[src/design/assert_macros.svh]
// Assertion macros shared by the fuel gauge RTL
`ifndef ASSERT_MACROS_SVH
`define ASSERT_MACROS_SVH
`ifndef ASSERT_OFF
// Same-cycle implication, checked outside reset
`define ASSERT_IMPLY(lbl, clk, rst_n, ante, cons, msg) \
    lbl: assert property (@(posedge clk) disable iff (!rst_n) (ante) |-> (cons)) \
        else $error(msg);
// Next-cycle implication, checked outside reset
`define ASSERT_NEXT(lbl, clk, rst_n, ante, cons, msg) \
    lbl: assert property (@(posedge clk) disable iff (!rst_n) (ante) |=> (cons)) \
        else $error(msg);
`else
`define ASSERT_IMPLY(lbl, clk, rst_n, ante, cons, msg)
`define ASSERT_NEXT(lbl, clk, rst_n, ante, cons, msg)
`endif
`endif

[src/design/bfg_pkg.sv]
// Shared types, constants and discharge curve for the battery fuel gauge
`timescale 1ns / 1ps
package bfg_pkg;

    // Field and datapath widths
    localparam int ADC_W   = 12;
    localparam int MV_W    = 14;
    localparam int PCT_W   = 7;
    localparam int SUM_W   = 18;
    localparam int CNT_W   = 7;
    localparam int RATIO_W = 11;
    localparam int ALPHA_W = 9;
    localparam int SQ8_W   = 22;
    localparam int THR_W   = 14;

    // Shared multiplier and divider widths
    localparam int MUL_AW = 22;
    localparam int MUL_BW = 11;
    localparam int MUL_PW = MUL_AW + MUL_BW;
    localparam int DVD_W  = 21;
    localparam int DVS_W  = 14;
    localparam int DIV_CW = $clog2(DVD_W);

    // Stream and APB widths
    localparam int S_TDATA_W = 16;
    localparam int M_TDATA_W = 24;
    localparam int PADDR_W   = 5;
    localparam int PDATA_W   = 32;

    // Discharge curve geometry
    localparam int CURVE_POINTS = 16;
    localparam int CURVE_SLOTS  = 32;
    localparam int CURVE_N      = (CURVE_POINTS > CURVE_SLOTS) ? CURVE_SLOTS :
                                  ((CURVE_POINTS < 2) ? 2 : CURVE_POINTS);
    localparam int CURVE_IW     = $clog2(CURVE_N);
    localparam int SLOT_W       = $clog2(CURVE_SLOTS);

    // Limits
    localparam logic [MV_W-1:0]    MV_MAX    = '1;
    localparam logic [CNT_W-1:0]   CNT_MAX   = 7'd64;
    localparam logic [CNT_W-1:0]   CNT_MIN   = 7'd1;
    localparam logic [ALPHA_W-1:0] ALPHA_ONE = 9'd256;
    localparam logic [PCT_W-1:0]   PCT_FULL  = 7'd100;

    // Register reset values
    localparam logic [CNT_W-1:0]   RST_SAMPLE_COUNT = 7'd16;
    localparam logic [RATIO_W-1:0] RST_RATIO        = 11'd512;
    localparam logic [ALPHA_W-1:0] RST_ALPHA        = 9'd26;
    localparam logic [THR_W-1:0]   RST_LOW_WARN     = 14'd3500;
    localparam logic [THR_W-1:0]   RST_CRITICAL     = 14'd3300;

    // Register index (byte address / 4)
    typedef enum logic [2:0] {
        REG_SAMPLE_COUNT = 3'd0,
        REG_RATIO        = 3'd1,
        REG_ALPHA        = 3'd2,
        REG_LOW_WARN     = 3'd3,
        REG_CRITICAL     = 3'd4
    } t_reg_idx;

    // Sequencer states
    typedef enum logic [3:0] {
        ST_IDLE,
        ST_AVG,
        ST_MUL_RAW,
        ST_SAT,
        ST_MUL_S,
        ST_MUL_R,
        ST_ACC,
        ST_SOC,
        ST_SEARCH,
        ST_MUL_P,
        ST_DIV_P,
        ST_DIV_W,
        ST_DONE
    } t_state;

    // Divider request and response
    typedef struct packed {
        logic             start;
        logic [DVD_W-1:0] dividend;
        logic [DVS_W-1:0] divisor;
    } t_div_req;

    typedef struct packed {
        logic             done;
        logic [DVD_W-1:0] quot;
    } t_div_rsp;

    // One curve point
    typedef struct packed {
        logic [MV_W-1:0]  mv;
        logic [PCT_W-1:0] pct;
    } t_curve_pt;

    // LiPo discharge curve, highest voltage first; unused slots read as zero
    function automatic t_curve_pt curve_pt(input logic [SLOT_W-1:0] idx);
        t_curve_pt pt;
        unique case (idx)
            5'd0:    pt = '{mv: 14'd4200, pct: 7'd100};
            5'd1:    pt = '{mv: 14'd4150, pct: 7'd95};
            5'd2:    pt = '{mv: 14'd4110, pct: 7'd90};
            5'd3:    pt = '{mv: 14'd4080, pct: 7'd85};
            5'd4:    pt = '{mv: 14'd4020, pct: 7'd80};
            5'd5:    pt = '{mv: 14'd3980, pct: 7'd70};
            5'd6:    pt = '{mv: 14'd3950, pct: 7'd60};
            5'd7:    pt = '{mv: 14'd3910, pct: 7'd50};
            5'd8:    pt = '{mv: 14'd3870, pct: 7'd40};
            5'd9:    pt = '{mv: 14'd3830, pct: 7'd30};
            5'd10:   pt = '{mv: 14'd3790, pct: 7'd20};
            5'd11:   pt = '{mv: 14'd3740, pct: 7'd15};
            5'd12:   pt = '{mv: 14'd3680, pct: 7'd10};
            5'd13:   pt = '{mv: 14'd3580, pct: 7'd5};
            5'd14:   pt = '{mv: 14'd3400, pct: 7'd1};
            5'd15:   pt = '{mv: 14'd3300, pct: 7'd0};
            default: pt = '{mv: '0, pct: '0};
        endcase
        return pt;
    endfunction

endpackage

[src/design/bfg_mul.sv]
// Shared registered multiplier of the fuel gauge datapath
`timescale 1ns / 1ps
module bfg_mul (
    input  logic                      i_clk,
    input  logic [bfg_pkg::MUL_AW-1:0] i_a,
    input  logic [bfg_pkg::MUL_BW-1:0] i_b,
    output logic [bfg_pkg::MUL_PW-1:0] o_p
);
    import bfg_pkg::*;

    logic [MUL_PW-1:0] r_p;

    // One product per cycle, available the cycle after the operands
    always_ff @(posedge i_clk) begin
        r_p <= MUL_PW'(i_a) * MUL_PW'(i_b);
    end

    assign o_p = r_p;

endmodule

[src/design/bfg_div.sv]
// Shared restoring divider, one quotient bit per cycle
`timescale 1ns / 1ps
`include "assert_macros.svh"
module bfg_div (
    input  logic              i_clk,
    input  logic              i_rst_n,
    input  bfg_pkg::t_div_req i_req,
    output bfg_pkg::t_div_rsp o_rsp
);
    import bfg_pkg::*;

    logic              r_busy, n_busy;
    logic              r_done, n_done;
    logic [DIV_CW-1:0] r_cnt, n_cnt;
    logic [DVD_W-1:0]  r_q, n_q;
    logic [DVS_W-1:0]  r_rem, n_rem;
    logic [DVS_W-1:0]  r_dvs, n_dvs;

    logic [DVS_W:0]    shift;
    logic [DVS_W:0]    diff;
    logic              ge;

    // Trial subtraction for the next quotient bit
    always_comb begin
        shift = {r_rem, r_q[DVD_W-1]};
        diff  = shift - {1'b0, r_dvs};
        ge    = shift >= {1'b0, r_dvs};
    end

    // Step control
    always_comb begin
        n_busy = r_busy;
        n_done = 1'b0;
        n_cnt  = r_cnt;
        n_q    = r_q;
        n_rem  = r_rem;
        n_dvs  = r_dvs;
        if (i_req.start && !r_busy) begin
            n_busy = 1'b1;
            n_cnt  = '0;
            n_q    = i_req.dividend;
            n_rem  = '0;
            n_dvs  = i_req.divisor;
        end else if (r_busy) begin
            n_q   = {r_q[DVD_W-2:0], ge};
            n_rem = ge ? diff[DVS_W-1:0] : shift[DVS_W-1:0];
            n_cnt = r_cnt + DIV_CW'(1);
            if (r_cnt == DIV_CW'(DVD_W - 1)) begin
                n_busy = 1'b0;
                n_done = 1'b1;
            end
        end
    end

    // Control state
    always_ff @(posedge i_clk) begin
        if (!i_rst_n) begin
            r_busy <= 1'b0;
            r_done <= 1'b0;
            r_cnt  <= '0;
        end else begin
            r_busy <= n_busy;
            r_done <= n_done;
            r_cnt  <= n_cnt;
        end
    end

    // Operand and quotient registers
    always_ff @(posedge i_clk) begin
        r_q   <= n_q;
        r_rem <= n_rem;
        r_dvs <= n_dvs;
    end

    assign o_rsp.done = r_done;
    assign o_rsp.quot = r_q;

    `ASSERT_IMPLY(a_start_idle, i_clk, i_rst_n, i_req.start, !r_busy, "divider started while busy")
    `ASSERT_IMPLY(a_done_free, i_clk, i_rst_n, r_done, !r_busy, "divider done while busy")
    `ASSERT_IMPLY(a_busy_cause, i_clk, i_rst_n, $rose(r_busy), $past(i_req.start), "divider busy without start")

endmodule

[src/design/battery_fuel_gauge.sv]
// Top level of the battery fuel gauge: APB registers, sequencer and output register
// Usage:
//   s_axis carries ADC samples in millivolts at the pin (tdata[11:0]). Samples are
//   summed in groups of sample_count; each finished group yields one result on
//   m_axis: smoothed battery millivolts, state of charge 0..100 and the low and
//   critical flags. Other samples yield nothing.
//   A sample that does not close a group is taken while the sequencer stays idle. A
//   closing sample starts a run through up to two passes of the shared 21-step
//   divider (group average, then curve interpolation), up to four uses of the shared
//   multiplier and a scan of up to CURVE_N-1 curve segments. s_axis_tready stays
//   low during that run.
//   The result sits in an output register; the next group may be gathered while it
//   waits. If m_axis is still stalled when the following result is ready, the
//   sequencer holds it and s_axis_tready stays low until the receiver takes data.
//   Reset (i_rst_n low, synchronous) clears sum, count and smoother and loads the
//   register defaults 16, 512, 26, 3500, 3300. The first group after reset primes
//   the smoother directly. pready is always high. The user must write the APB port
//   only while the block is idle; the block itself does not enforce this.
`timescale 1ns / 1ps
`include "assert_macros.svh"
module battery_fuel_gauge (
    input  logic                           i_clk,
    input  logic                           i_rst_n,
    // Sample stream: tdata[11:0] adc_mv, rest zero
    input  logic                           s_axis_tvalid,
    output logic                           s_axis_tready,
    input  logic [bfg_pkg::S_TDATA_W-1:0]  s_axis_tdata,
    // Result stream: tdata[13:0] battery_mv, [20:14] percent, [21] low_warning,
    // [22] critical, [23] zero
    output logic                           m_axis_tvalid,
    input  logic                           m_axis_tready,
    output logic [bfg_pkg::M_TDATA_W-1:0]  m_axis_tdata,
    // APB configuration
    input  logic                           psel,
    input  logic                           penable,
    input  logic                           pwrite,
    input  logic [bfg_pkg::PADDR_W-1:0]    paddr,
    input  logic [bfg_pkg::PDATA_W-1:0]    pwdata,
    output logic [bfg_pkg::PDATA_W-1:0]    prdata,
    output logic                           pready
);
    import bfg_pkg::*;

    // Configuration registers
    logic [CNT_W-1:0]   r_cfg_cnt;
    logic [RATIO_W-1:0] r_cfg_ratio;
    logic [ALPHA_W-1:0] r_cfg_alpha;
    logic [THR_W-1:0]   r_cfg_low;
    logic [THR_W-1:0]   r_cfg_crit;

    // Sequencer and datapath state
    t_state              r_state, n_state;
    logic [SUM_W-1:0]    r_sum, n_sum;
    logic [CNT_W-1:0]    r_idx, n_idx;
    logic [SQ8_W-1:0]    r_sq8, n_sq8;
    logic                r_primed, n_primed;
    logic [MV_W-1:0]     r_raw, n_raw;
    logic [MUL_PW-3:0]   r_acc, n_acc;
    logic [CURVE_IW-1:0] r_ci, n_ci;
    logic [PCT_W-1:0]    r_pct, n_pct;

    // Output register
    logic                r_ovalid, n_ovalid;
    logic [MV_W-1:0]     r_omv, n_omv;
    logic [PCT_W-1:0]    r_opct, n_opct;
    logic                r_olow, n_olow;
    logic                r_ocrit, n_ocrit;

    // Shared units
    logic [MUL_AW-1:0]   mul_a;
    logic [MUL_BW-1:0]   mul_b;
    logic [MUL_PW-1:0]   mul_p;
    t_div_req            div_req;
    t_div_rsp            div_rsp;

    // Helpers
    logic                cfg_wr;
    t_reg_idx            reg_idx;
    logic                s_accept;
    logic                m_accept;
    logic [CNT_W-1:0]    cnt_c;
    logic [ALPHA_W-1:0]  alpha_c;
    logic [SUM_W-1:0]    sum_nx;
    logic [CNT_W-1:0]    idx_nx;
    logic [MV_W-1:0]     mv;
    logic [MUL_PW-9:0]   raw_wide;
    logic [MV_W-1:0]     raw_sat;
    logic [31:0]         acc_sum;
    t_curve_pt           pt_hi, pt_lo, pt_first, pt_last;
    logic [MV_W-1:0]     span;
    logic [MV_W-1:0]     mv_off;
    logic                dp_up;
    logic [PCT_W-1:0]    dp;
    logic                in_seg;
    logic                out_free;

    bfg_mul u_mul (
        .i_clk (i_clk),
        .i_a   (mul_a),
        .i_b   (mul_b),
        .o_p   (mul_p)
    );

    bfg_div u_div (
        .i_clk   (i_clk),
        .i_rst_n (i_rst_n),
        .i_req   (div_req),
        .o_rsp   (div_rsp)
    );

    // APB access
    assign pready  = 1'b1;
    assign cfg_wr  = psel && penable && pwrite;
    assign reg_idx = t_reg_idx'(paddr[PADDR_W-1:2]);

    always_comb begin
        unique case (reg_idx)
            REG_SAMPLE_COUNT: prdata = PDATA_W'(r_cfg_cnt);
            REG_RATIO:        prdata = PDATA_W'(r_cfg_ratio);
            REG_ALPHA:        prdata = PDATA_W'(r_cfg_alpha);
            REG_LOW_WARN:     prdata = PDATA_W'(r_cfg_low);
            REG_CRITICAL:     prdata = PDATA_W'(r_cfg_crit);
            default:          prdata = '0;
        endcase
    end

    always_ff @(posedge i_clk) begin
        if (!i_rst_n) begin
            r_cfg_cnt   <= RST_SAMPLE_COUNT;
            r_cfg_ratio <= RST_RATIO;
            r_cfg_alpha <= RST_ALPHA;
            r_cfg_low   <= RST_LOW_WARN;
            r_cfg_crit  <= RST_CRITICAL;
        end else if (cfg_wr) begin
            unique case (reg_idx)
                REG_SAMPLE_COUNT: r_cfg_cnt   <= pwdata[CNT_W-1:0];
                REG_RATIO:        r_cfg_ratio <= pwdata[RATIO_W-1:0];
                REG_ALPHA:        r_cfg_alpha <= pwdata[ALPHA_W-1:0];
                REG_LOW_WARN:     r_cfg_low   <= pwdata[THR_W-1:0];
                REG_CRITICAL:     r_cfg_crit  <= pwdata[THR_W-1:0];
                default:          ;
            endcase
        end
    end

    // Handshakes
    assign s_axis_tready = (r_state == ST_IDLE);
    assign s_accept      = s_axis_tvalid && s_axis_tready;
    assign m_accept      = r_ovalid && m_axis_tready;
    assign out_free      = !r_ovalid || m_axis_tready;

    // Clamped settings and shared datapath terms
    always_comb begin
        if (r_cfg_cnt == '0)          cnt_c = CNT_MIN;
        else if (r_cfg_cnt > CNT_MAX) cnt_c = CNT_MAX;
        else                          cnt_c = r_cfg_cnt;
        alpha_c  = (r_cfg_alpha > ALPHA_ONE) ? ALPHA_ONE : r_cfg_alpha;
        sum_nx   = r_sum + SUM_W'(s_axis_tdata[ADC_W-1:0]);
        idx_nx   = r_idx + CNT_W'(1);
        mv       = r_sq8[SQ8_W-1:8];
        raw_wide = mul_p[MUL_PW-1:8];
        raw_sat  = (|raw_wide[MUL_PW-9:MV_W]) ? MV_MAX : raw_wide[MV_W-1:0];
        acc_sum  = 32'(r_acc) + mul_p[31:0];
        pt_hi    = curve_pt(SLOT_W'(r_ci));
        pt_lo    = curve_pt(SLOT_W'(r_ci + CURVE_IW'(1)));
        pt_first = curve_pt('0);
        pt_last  = curve_pt(SLOT_W'(CURVE_N - 1));
        span     = pt_hi.mv - pt_lo.mv;
        mv_off   = mv - pt_lo.mv;
        dp_up    = pt_hi.pct >= pt_lo.pct;
        dp       = dp_up ? (pt_hi.pct - pt_lo.pct) : (pt_lo.pct - pt_hi.pct);
        in_seg   = (mv <= pt_hi.mv) && (mv >= pt_lo.mv);
    end

    // Sequencer: next state, shared unit operands, datapath updates
    always_comb begin
        n_state          = r_state;
        n_sum            = r_sum;
        n_idx            = r_idx;
        n_sq8            = r_sq8;
        n_primed         = r_primed;
        n_raw            = r_raw;
        n_acc            = r_acc;
        n_ci             = r_ci;
        n_pct            = r_pct;
        n_ovalid         = m_accept ? 1'b0 : r_ovalid;
        n_omv            = r_omv;
        n_opct           = r_opct;
        n_olow           = r_olow;
        n_ocrit          = r_ocrit;
        mul_a            = '0;
        mul_b            = '0;
        div_req.start    = 1'b0;
        div_req.dividend = DVD_W'(sum_nx);
        div_req.divisor  = DVS_W'(cnt_c);

        unique case (r_state)
            ST_IDLE: begin
                if (s_accept) begin
                    if (idx_nx < cnt_c) begin
                        n_sum = sum_nx;
                        n_idx = idx_nx;
                    end else begin
                        // Group closes: divide the sum by the count
                        n_sum         = '0;
                        n_idx         = '0;
                        div_req.start = 1'b1;
                        n_state       = ST_AVG;
                    end
                end
            end
            ST_AVG: begin
                if (div_rsp.done) n_state = ST_MUL_RAW;
            end
            ST_MUL_RAW: begin
                mul_a   = MUL_AW'(div_rsp.quot);
                mul_b   = r_cfg_ratio;
                n_state = ST_SAT;
            end
            ST_SAT: begin
                n_raw = raw_sat;
                if (!r_primed) begin
                    n_sq8    = {raw_sat, 8'd0};
                    n_primed = 1'b1;
                    n_state  = ST_SOC;
                end else begin
                    n_state = ST_MUL_S;
                end
            end
            ST_MUL_S: begin
                mul_a   = r_sq8;
                mul_b   = MUL_BW'(ALPHA_ONE - alpha_c);
                n_state = ST_MUL_R;
            end
            ST_MUL_R: begin
                n_acc   = mul_p[MUL_PW-3:0];
                mul_a   = {r_raw, 8'd0};
                mul_b   = MUL_BW'(alpha_c);
                n_state = ST_ACC;
            end
            ST_ACC: begin
                n_sq8   = acc_sum[SQ8_W+7:8];
                n_state = ST_SOC;
            end
            ST_SOC: begin
                // Clamp at or above the top point and at or below the bottom one
                n_ci = '0;
                if (mv >= pt_first.mv) begin
                    n_pct   = PCT_FULL;
                    n_state = ST_DONE;
                end else if (mv <= pt_last.mv) begin
                    n_pct   = '0;
                    n_state = ST_DONE;
                end else begin
                    n_state = ST_SEARCH;
                end
            end
            ST_SEARCH: begin
                // One curve segment per cycle
                if (in_seg) begin
                    if (span == '0) begin
                        n_pct   = pt_lo.pct;
                        n_state = ST_DONE;
                    end else begin
                        n_state = ST_MUL_P;
                    end
                end else if (r_ci == CURVE_IW'(CURVE_N - 2)) begin
                    n_pct   = '0;
                    n_state = ST_DONE;
                end else begin
                    n_ci = r_ci + CURVE_IW'(1);
                end
            end
            ST_MUL_P: begin
                mul_a   = MUL_AW'(mv_off);
                mul_b   = MUL_BW'(dp);
                n_state = ST_DIV_P;
            end
            ST_DIV_P: begin
                div_req.start    = 1'b1;
                div_req.dividend = mul_p[DVD_W-1:0];
                div_req.divisor  = span;
                n_state          = ST_DIV_W;
            end
            ST_DIV_W: begin
                if (div_rsp.done) begin
                    n_pct   = dp_up ? (pt_lo.pct + div_rsp.quot[PCT_W-1:0])
                                    : (pt_lo.pct - div_rsp.quot[PCT_W-1:0]);
                    n_state = ST_DONE;
                end
            end
            ST_DONE: begin
                if (out_free) begin
                    n_ovalid = 1'b1;
                    n_omv    = mv;
                    n_opct   = r_pct;
                    n_olow   = (mv != '0) && (mv < r_cfg_low);
                    n_ocrit  = (mv != '0) && (mv < r_cfg_crit);
                    n_state  = ST_IDLE;
                end
            end
            default: n_state = ST_IDLE;
        endcase
    end

    // Control state
    always_ff @(posedge i_clk) begin
        if (!i_rst_n) begin
            r_state  <= ST_IDLE;
            r_sum    <= '0;
            r_idx    <= '0;
            r_sq8    <= '0;
            r_primed <= 1'b0;
            r_ovalid <= 1'b0;
            r_ci     <= '0;
        end else begin
            r_state  <= n_state;
            r_sum    <= n_sum;
            r_idx    <= n_idx;
            r_sq8    <= n_sq8;
            r_primed <= n_primed;
            r_ovalid <= n_ovalid;
            r_ci     <= n_ci;
        end
    end

    // Payload registers
    always_ff @(posedge i_clk) begin
        r_raw   <= n_raw;
        r_acc   <= n_acc;
        r_pct   <= n_pct;
        r_omv   <= n_omv;
        r_opct  <= n_opct;
        r_olow  <= n_olow;
        r_ocrit <= n_ocrit;
    end

    assign m_axis_tvalid = r_ovalid;
    assign m_axis_tdata  = {1'b0, r_ocrit, r_olow, r_opct, r_omv};

    `ASSERT_IMPLY(a_pct_range, i_clk, i_rst_n, r_ovalid, r_opct <= PCT_FULL, "percent above full")
    `ASSERT_IMPLY(a_zero_no_flags, i_clk, i_rst_n, r_ovalid && (r_omv == '0), !r_olow && !r_ocrit, "flag raised at zero volts")
    `ASSERT_NEXT(a_primed_sticky, i_clk, i_rst_n, r_primed, r_primed, "smoother lost its priming")

endmodule
[config.mk]
export PLATFORM = sky130hd
export DESIGN_NAME = battery_fuel_gauge
export DESIGN_NICKNAME = d
export VERILOG_FILES = /design/src/design/bfg_pkg.sv /design/src/design/bfg_mul.sv /design/src/design/bfg_div.sv /design/src/design/battery_fuel_gauge.sv
export VERILOG_INCLUDE_DIRS = /design/src /design/src/design
export SDC_FILE = /design/constraint.sdc
export NUM_CORES = 1
export LEC_CHECK = 0
export ABC_CLOCK_PERIOD_IN_PS = 10100
export BUFFER_PORTS_ARGS = -buffer_cell sky130_fd_sc_hd__buf_2
export CAP_MARGIN = 20
export CORE_MARGIN = 3
export CORE_UTILIZATION = 43
export DETAILED_ROUTE_END_ITERATION = 10
export PLACE_DENSITY_LB_ADDON = 0.3
export SLEW_MARGIN = 30
export SYNTH_ARGS = -nofsm -noshare
export SYNTH_HDL_FRONTEND = slang
export SYNTH_HIERARCHICAL = 1
export SYNTH_SLANG_ARGS = --single-unit
[constraint.sdc]
create_clock -name i_clk -period 10.1 [get_ports i_clk]
set_input_delay 2.525 -clock i_clk [delete_from_list [all_inputs] [get_ports i_clk]]
set_output_delay 2.525 -clock i_clk [all_outputs]
set_load 0.005 [all_outputs]
==> flow_summary_export.csv <==
group,metric,value,unit
run_status,status,"finished clean",
place,gp_congestion,0.980,
cells_and_area,antenna_cells,0,
cells_and_area,layout_commonest_cell,"nand2_1",
cts,cts_setup_buffers,0,
flow_run,cap_viol_max_count,0,
worst_hold_path,min_from,"r_pct[6]",
die,core-area,60700,um2
die,num_rows,90,
worst_setup_path,ff2ff_setup_slack,0.73,ns
worst_setup_path,cp_slowest_cell,"dfxtp_1",
worst_setup_path,worstSetupStartpointType,"flip-flop",
grt,grt_util_met2,0.380,
grt,gr-usage-met1,0.321,
worst_setup_path,r2r_end,"u_mul/o_p[29]",
die,ios,119,
die,fp.dieH,254,um
die,die_x,254,um
worst_setup_path,end_kind,"flip-flop",
pwr,combPwrFrac,0.160,
worst_setup_path,cp_data_arrival_time,9.79,ns
grt,antenna_found_initial,0,
place,place_area,28000,um2
place,hpwlAfterDp,57700,um
cells_and_area,area_growth,10.2,%
logic_synthesis,yosysSeqAreaShare,0.262,
worst_setup_path,max_stage_delay,0.64,ns
worst_hold_path,hold_path_depth,0,
timing,max_slew.worst_pin.slew,1.04,ns
worst_setup_path,crit_required,10.52,ns
cells_and_area,postLayoutCellArea,29200,um2
worst_setup_path,cp.depth,37,
cts,cts_tree,"yes",
die,die_area,64700,um2
cts,clockBufferDepth,3,
pwr,power,3.19,mW
timing,period_needed,9.37,ns
route,num_vias,22000,
pwr,cellPowerDensity,109,nW/um2
worst_setup_path,path_max_fanout,22,
cells_and_area,fillers,5761,
cts,htreeDepth,2,
timing,setup_viol,0,
place,port_buffers,74,
grt,grt_most_used_layer,"met2",
timing,finalMaxSlewViolations,0,
route,detail_route.first_pass.iterations,6,
route,avgViaCountPerCell,5.67,
route,wl_per_cell,19.6,um
worst_setup_path,crit_type,"reg2reg",
logic_synthesis,syn_inst,3033,
pwr,irDropWorstVdd,0.0958,mV
worst_setup_path,reg2reg_depth,37,
grt,grt_use_total,0.236,
cts,numCtsBuffers,36,
pwr,power.switching,0.905,mW
timing,setup_tns,0,ns
cells_and_area,fin_nets,3559,
grt,grt_max_degree,49,
worst_hold_path,holdPathEnd,"r_opct[6]",
cells_and_area,drive_above_1_share,0.104,
pwr,leakage,12.9,nW
cts,cts_root_buf,"clkbuf_16",
pwr,p_clk_frac,0.433,
die,initial_utilization,0.437,
worst_setup_path,crit_path_start,"r_ci[2]",
pwr,switching_share,0.284,
grt,global_route.usage.met3,0.0342,
logic_synthesis,synth-seq-cells,293,
cts,path_clk_slew,0.06,ns
logic_synthesis,synth-edff-count,109,
worst_hold_path,hold_path_class,"reg2reg",
worst_setup_path,timing.critical_path.buf_inv,8,
logic_synthesis,yosysUniqueCellTypes,102,
route,wirelength,76400,um
pwr,pwr-share-seq,0.407,
timing,relSlewSlack,0.307,
cts,clkLatencyLatePin,0.57,ns
timing,fmax,107,MHz
grt,grt_pass1_wl,120000,um
timing,skew,0.0311,ns
route,drt_iter0_drc,1982,
cts,clock-sinks,293,
route,ant_nets,0,
route,drcViolationCount,0,
timing,hold_viol,0,
logic_synthesis,synth_area,26500,um2
cells_and_area,most-common-layout-cells,"nand2_1 (394), inv_1 (292), ha_1 (233)",
grt,overflow,0,
logic_synthesis,syn_area_per_cell,8.75,um2
pwr,internal-power,2.28,mW
worst_setup_path,critPathTopFamily,"adder cells",
timing,fin_crit_sh,0.928,
worst_setup_path,r2r_start,"r_ci[2]",
cts,ctsHoldBuffers,0,
timing,rsz0062_at_grt,"false",
logic_synthesis,synthArstFlopShare,0,
logic_synthesis,yosys_warnings,6,
logic_synthesis,dominantRegCellSynth,"dfxtp_1",
grt,grt_pass1_vias,21300,
-- routing by layer --
layer	share of wire	vias up
li1	-	10500
met1	0.43	10600
met2	0.46	747
met3	0.073	138
met4	0.039	0
met5	0	-
-- registers in the layout (all words and copies together), names as in the netlist, 14 cells and up --
| signal | cells |
|---|---|
| u_div/r_dvs | 14 |
| r_sq8 | 22 |
| u_div/r_rem | 14 |
| r_cfg_low | 14 |
| r_omv | 14 |
| u_mul/o_p | 33 |
| pt_hi | 18 |
| r_raw | 14 |
| r_cfg_crit | 14 |
| r_sum | 18 |
| r_acc | 30 |
| u_div/r_q | 21 |
-- Yosys cell counts (all sizes together) (63+ instances only) --
| master | instances | area [um2] |
|---|---|---|
| nand2 | 396 | 1490 |
| a21oi | 178 | 902 |
| nand3 | 77 | 395 |
| edfxtp | 109 | 3270 |
| xnor2 | 71 | 622 |
| nor3 | 63 | 332 |
| o21ai | 124 | 639 |
| dfxtp | 184 | 3680 |
| ha | 233 | 2920 |
| clkbuf | 125 | 490 |
| fa | 186 | 3720 |
| and2 | 110 | 689 |
| inv | 294 | 1100 |
| nor2 | 179 | 672 |
-- worst max-delay path by stage --
| stage | end | slack (ns) |
|---|---|---|
| 2_1_floorplan | u_mul/o_p[32] | 1.14 |
| 3_3_place_gp | u_mul/o_p[25] | 0.75 |
| 3_5_place_dp | u_mul/o_p[25] | 0.74 |
| 4_1_cts | u_mul/o_p[25] | 0.65 |
| 5_1_grt | u_mul/o_p[25] | 0.14 |
| 6_report | u_mul/o_p[29] | 0.73 |
-- power groups by stage --
stage / Combinational, mW / Clock [mW] / Sequential (mW)
2_1_floorplan: 0.401 / 0 / 1.31
3_3_place_gp: 0.499 / 0 / 1.32
3_5_place_dp: 0.502 / 0 / 1.32
4_1_cts: 0.506 / 1.40 / 1.30
5_1_grt: 0.566 / 1.45 / 1.30
6_report: 0.509 / 1.38 / 1.30
-- final cells by class --
cell class              instances  area, um2  share of cell area
multi-input cells            2292      17900               0.611
flip-flops and latches        293       6960               0.238
inverters                     296       1110              0.0380
repair buffers                161       1090              0.0374
well taps                     782        978              0.0335
clock buffers                  42        965              0.0330
clock inverters                24        278             0.00950
-- what timing repair did --
item,CTS,global route
hold endpoints to repair,0,0
resized for setup,0,1
endpoints found under the setup margin,0,3
-- logic make-up after synthesis --
family | after synthesis | synth area share
AO/OA/AOI/OAI | 639 | 0.162
buffers and inverters | 466 | 0.0712
multiplexers | 85 | 0.0338
adder cells (fa/ha/maj) | 420 | 0.251
flip-flops | 293 | 0.262
other | 2 | 0.000283
XOR/XNOR | 120 | 0.0396
AND/OR/NAND/NOR | 1008 | 0.181
-- metrics by stage --
step / std cells / util / hold WS, ns / setup WS [ns]
3_5_place_dp: 3824 / 0.461 / 0.408 / 0.740
3_3_place_gp: 3823 / 0.460 / 0.403 / 0.749
2_1_floorplan: 3051 / - / 0.400 / 1.14
4_1_cts: 3890 / 0.482 / 0.421 / 0.654
6_report: 3890 / 0.482 / 0.419 / 0.727
5_1_grt: 3890 / 0.482 / 0.426 / 0.137
Note: power is estimated with default switching activity, not from simulation.
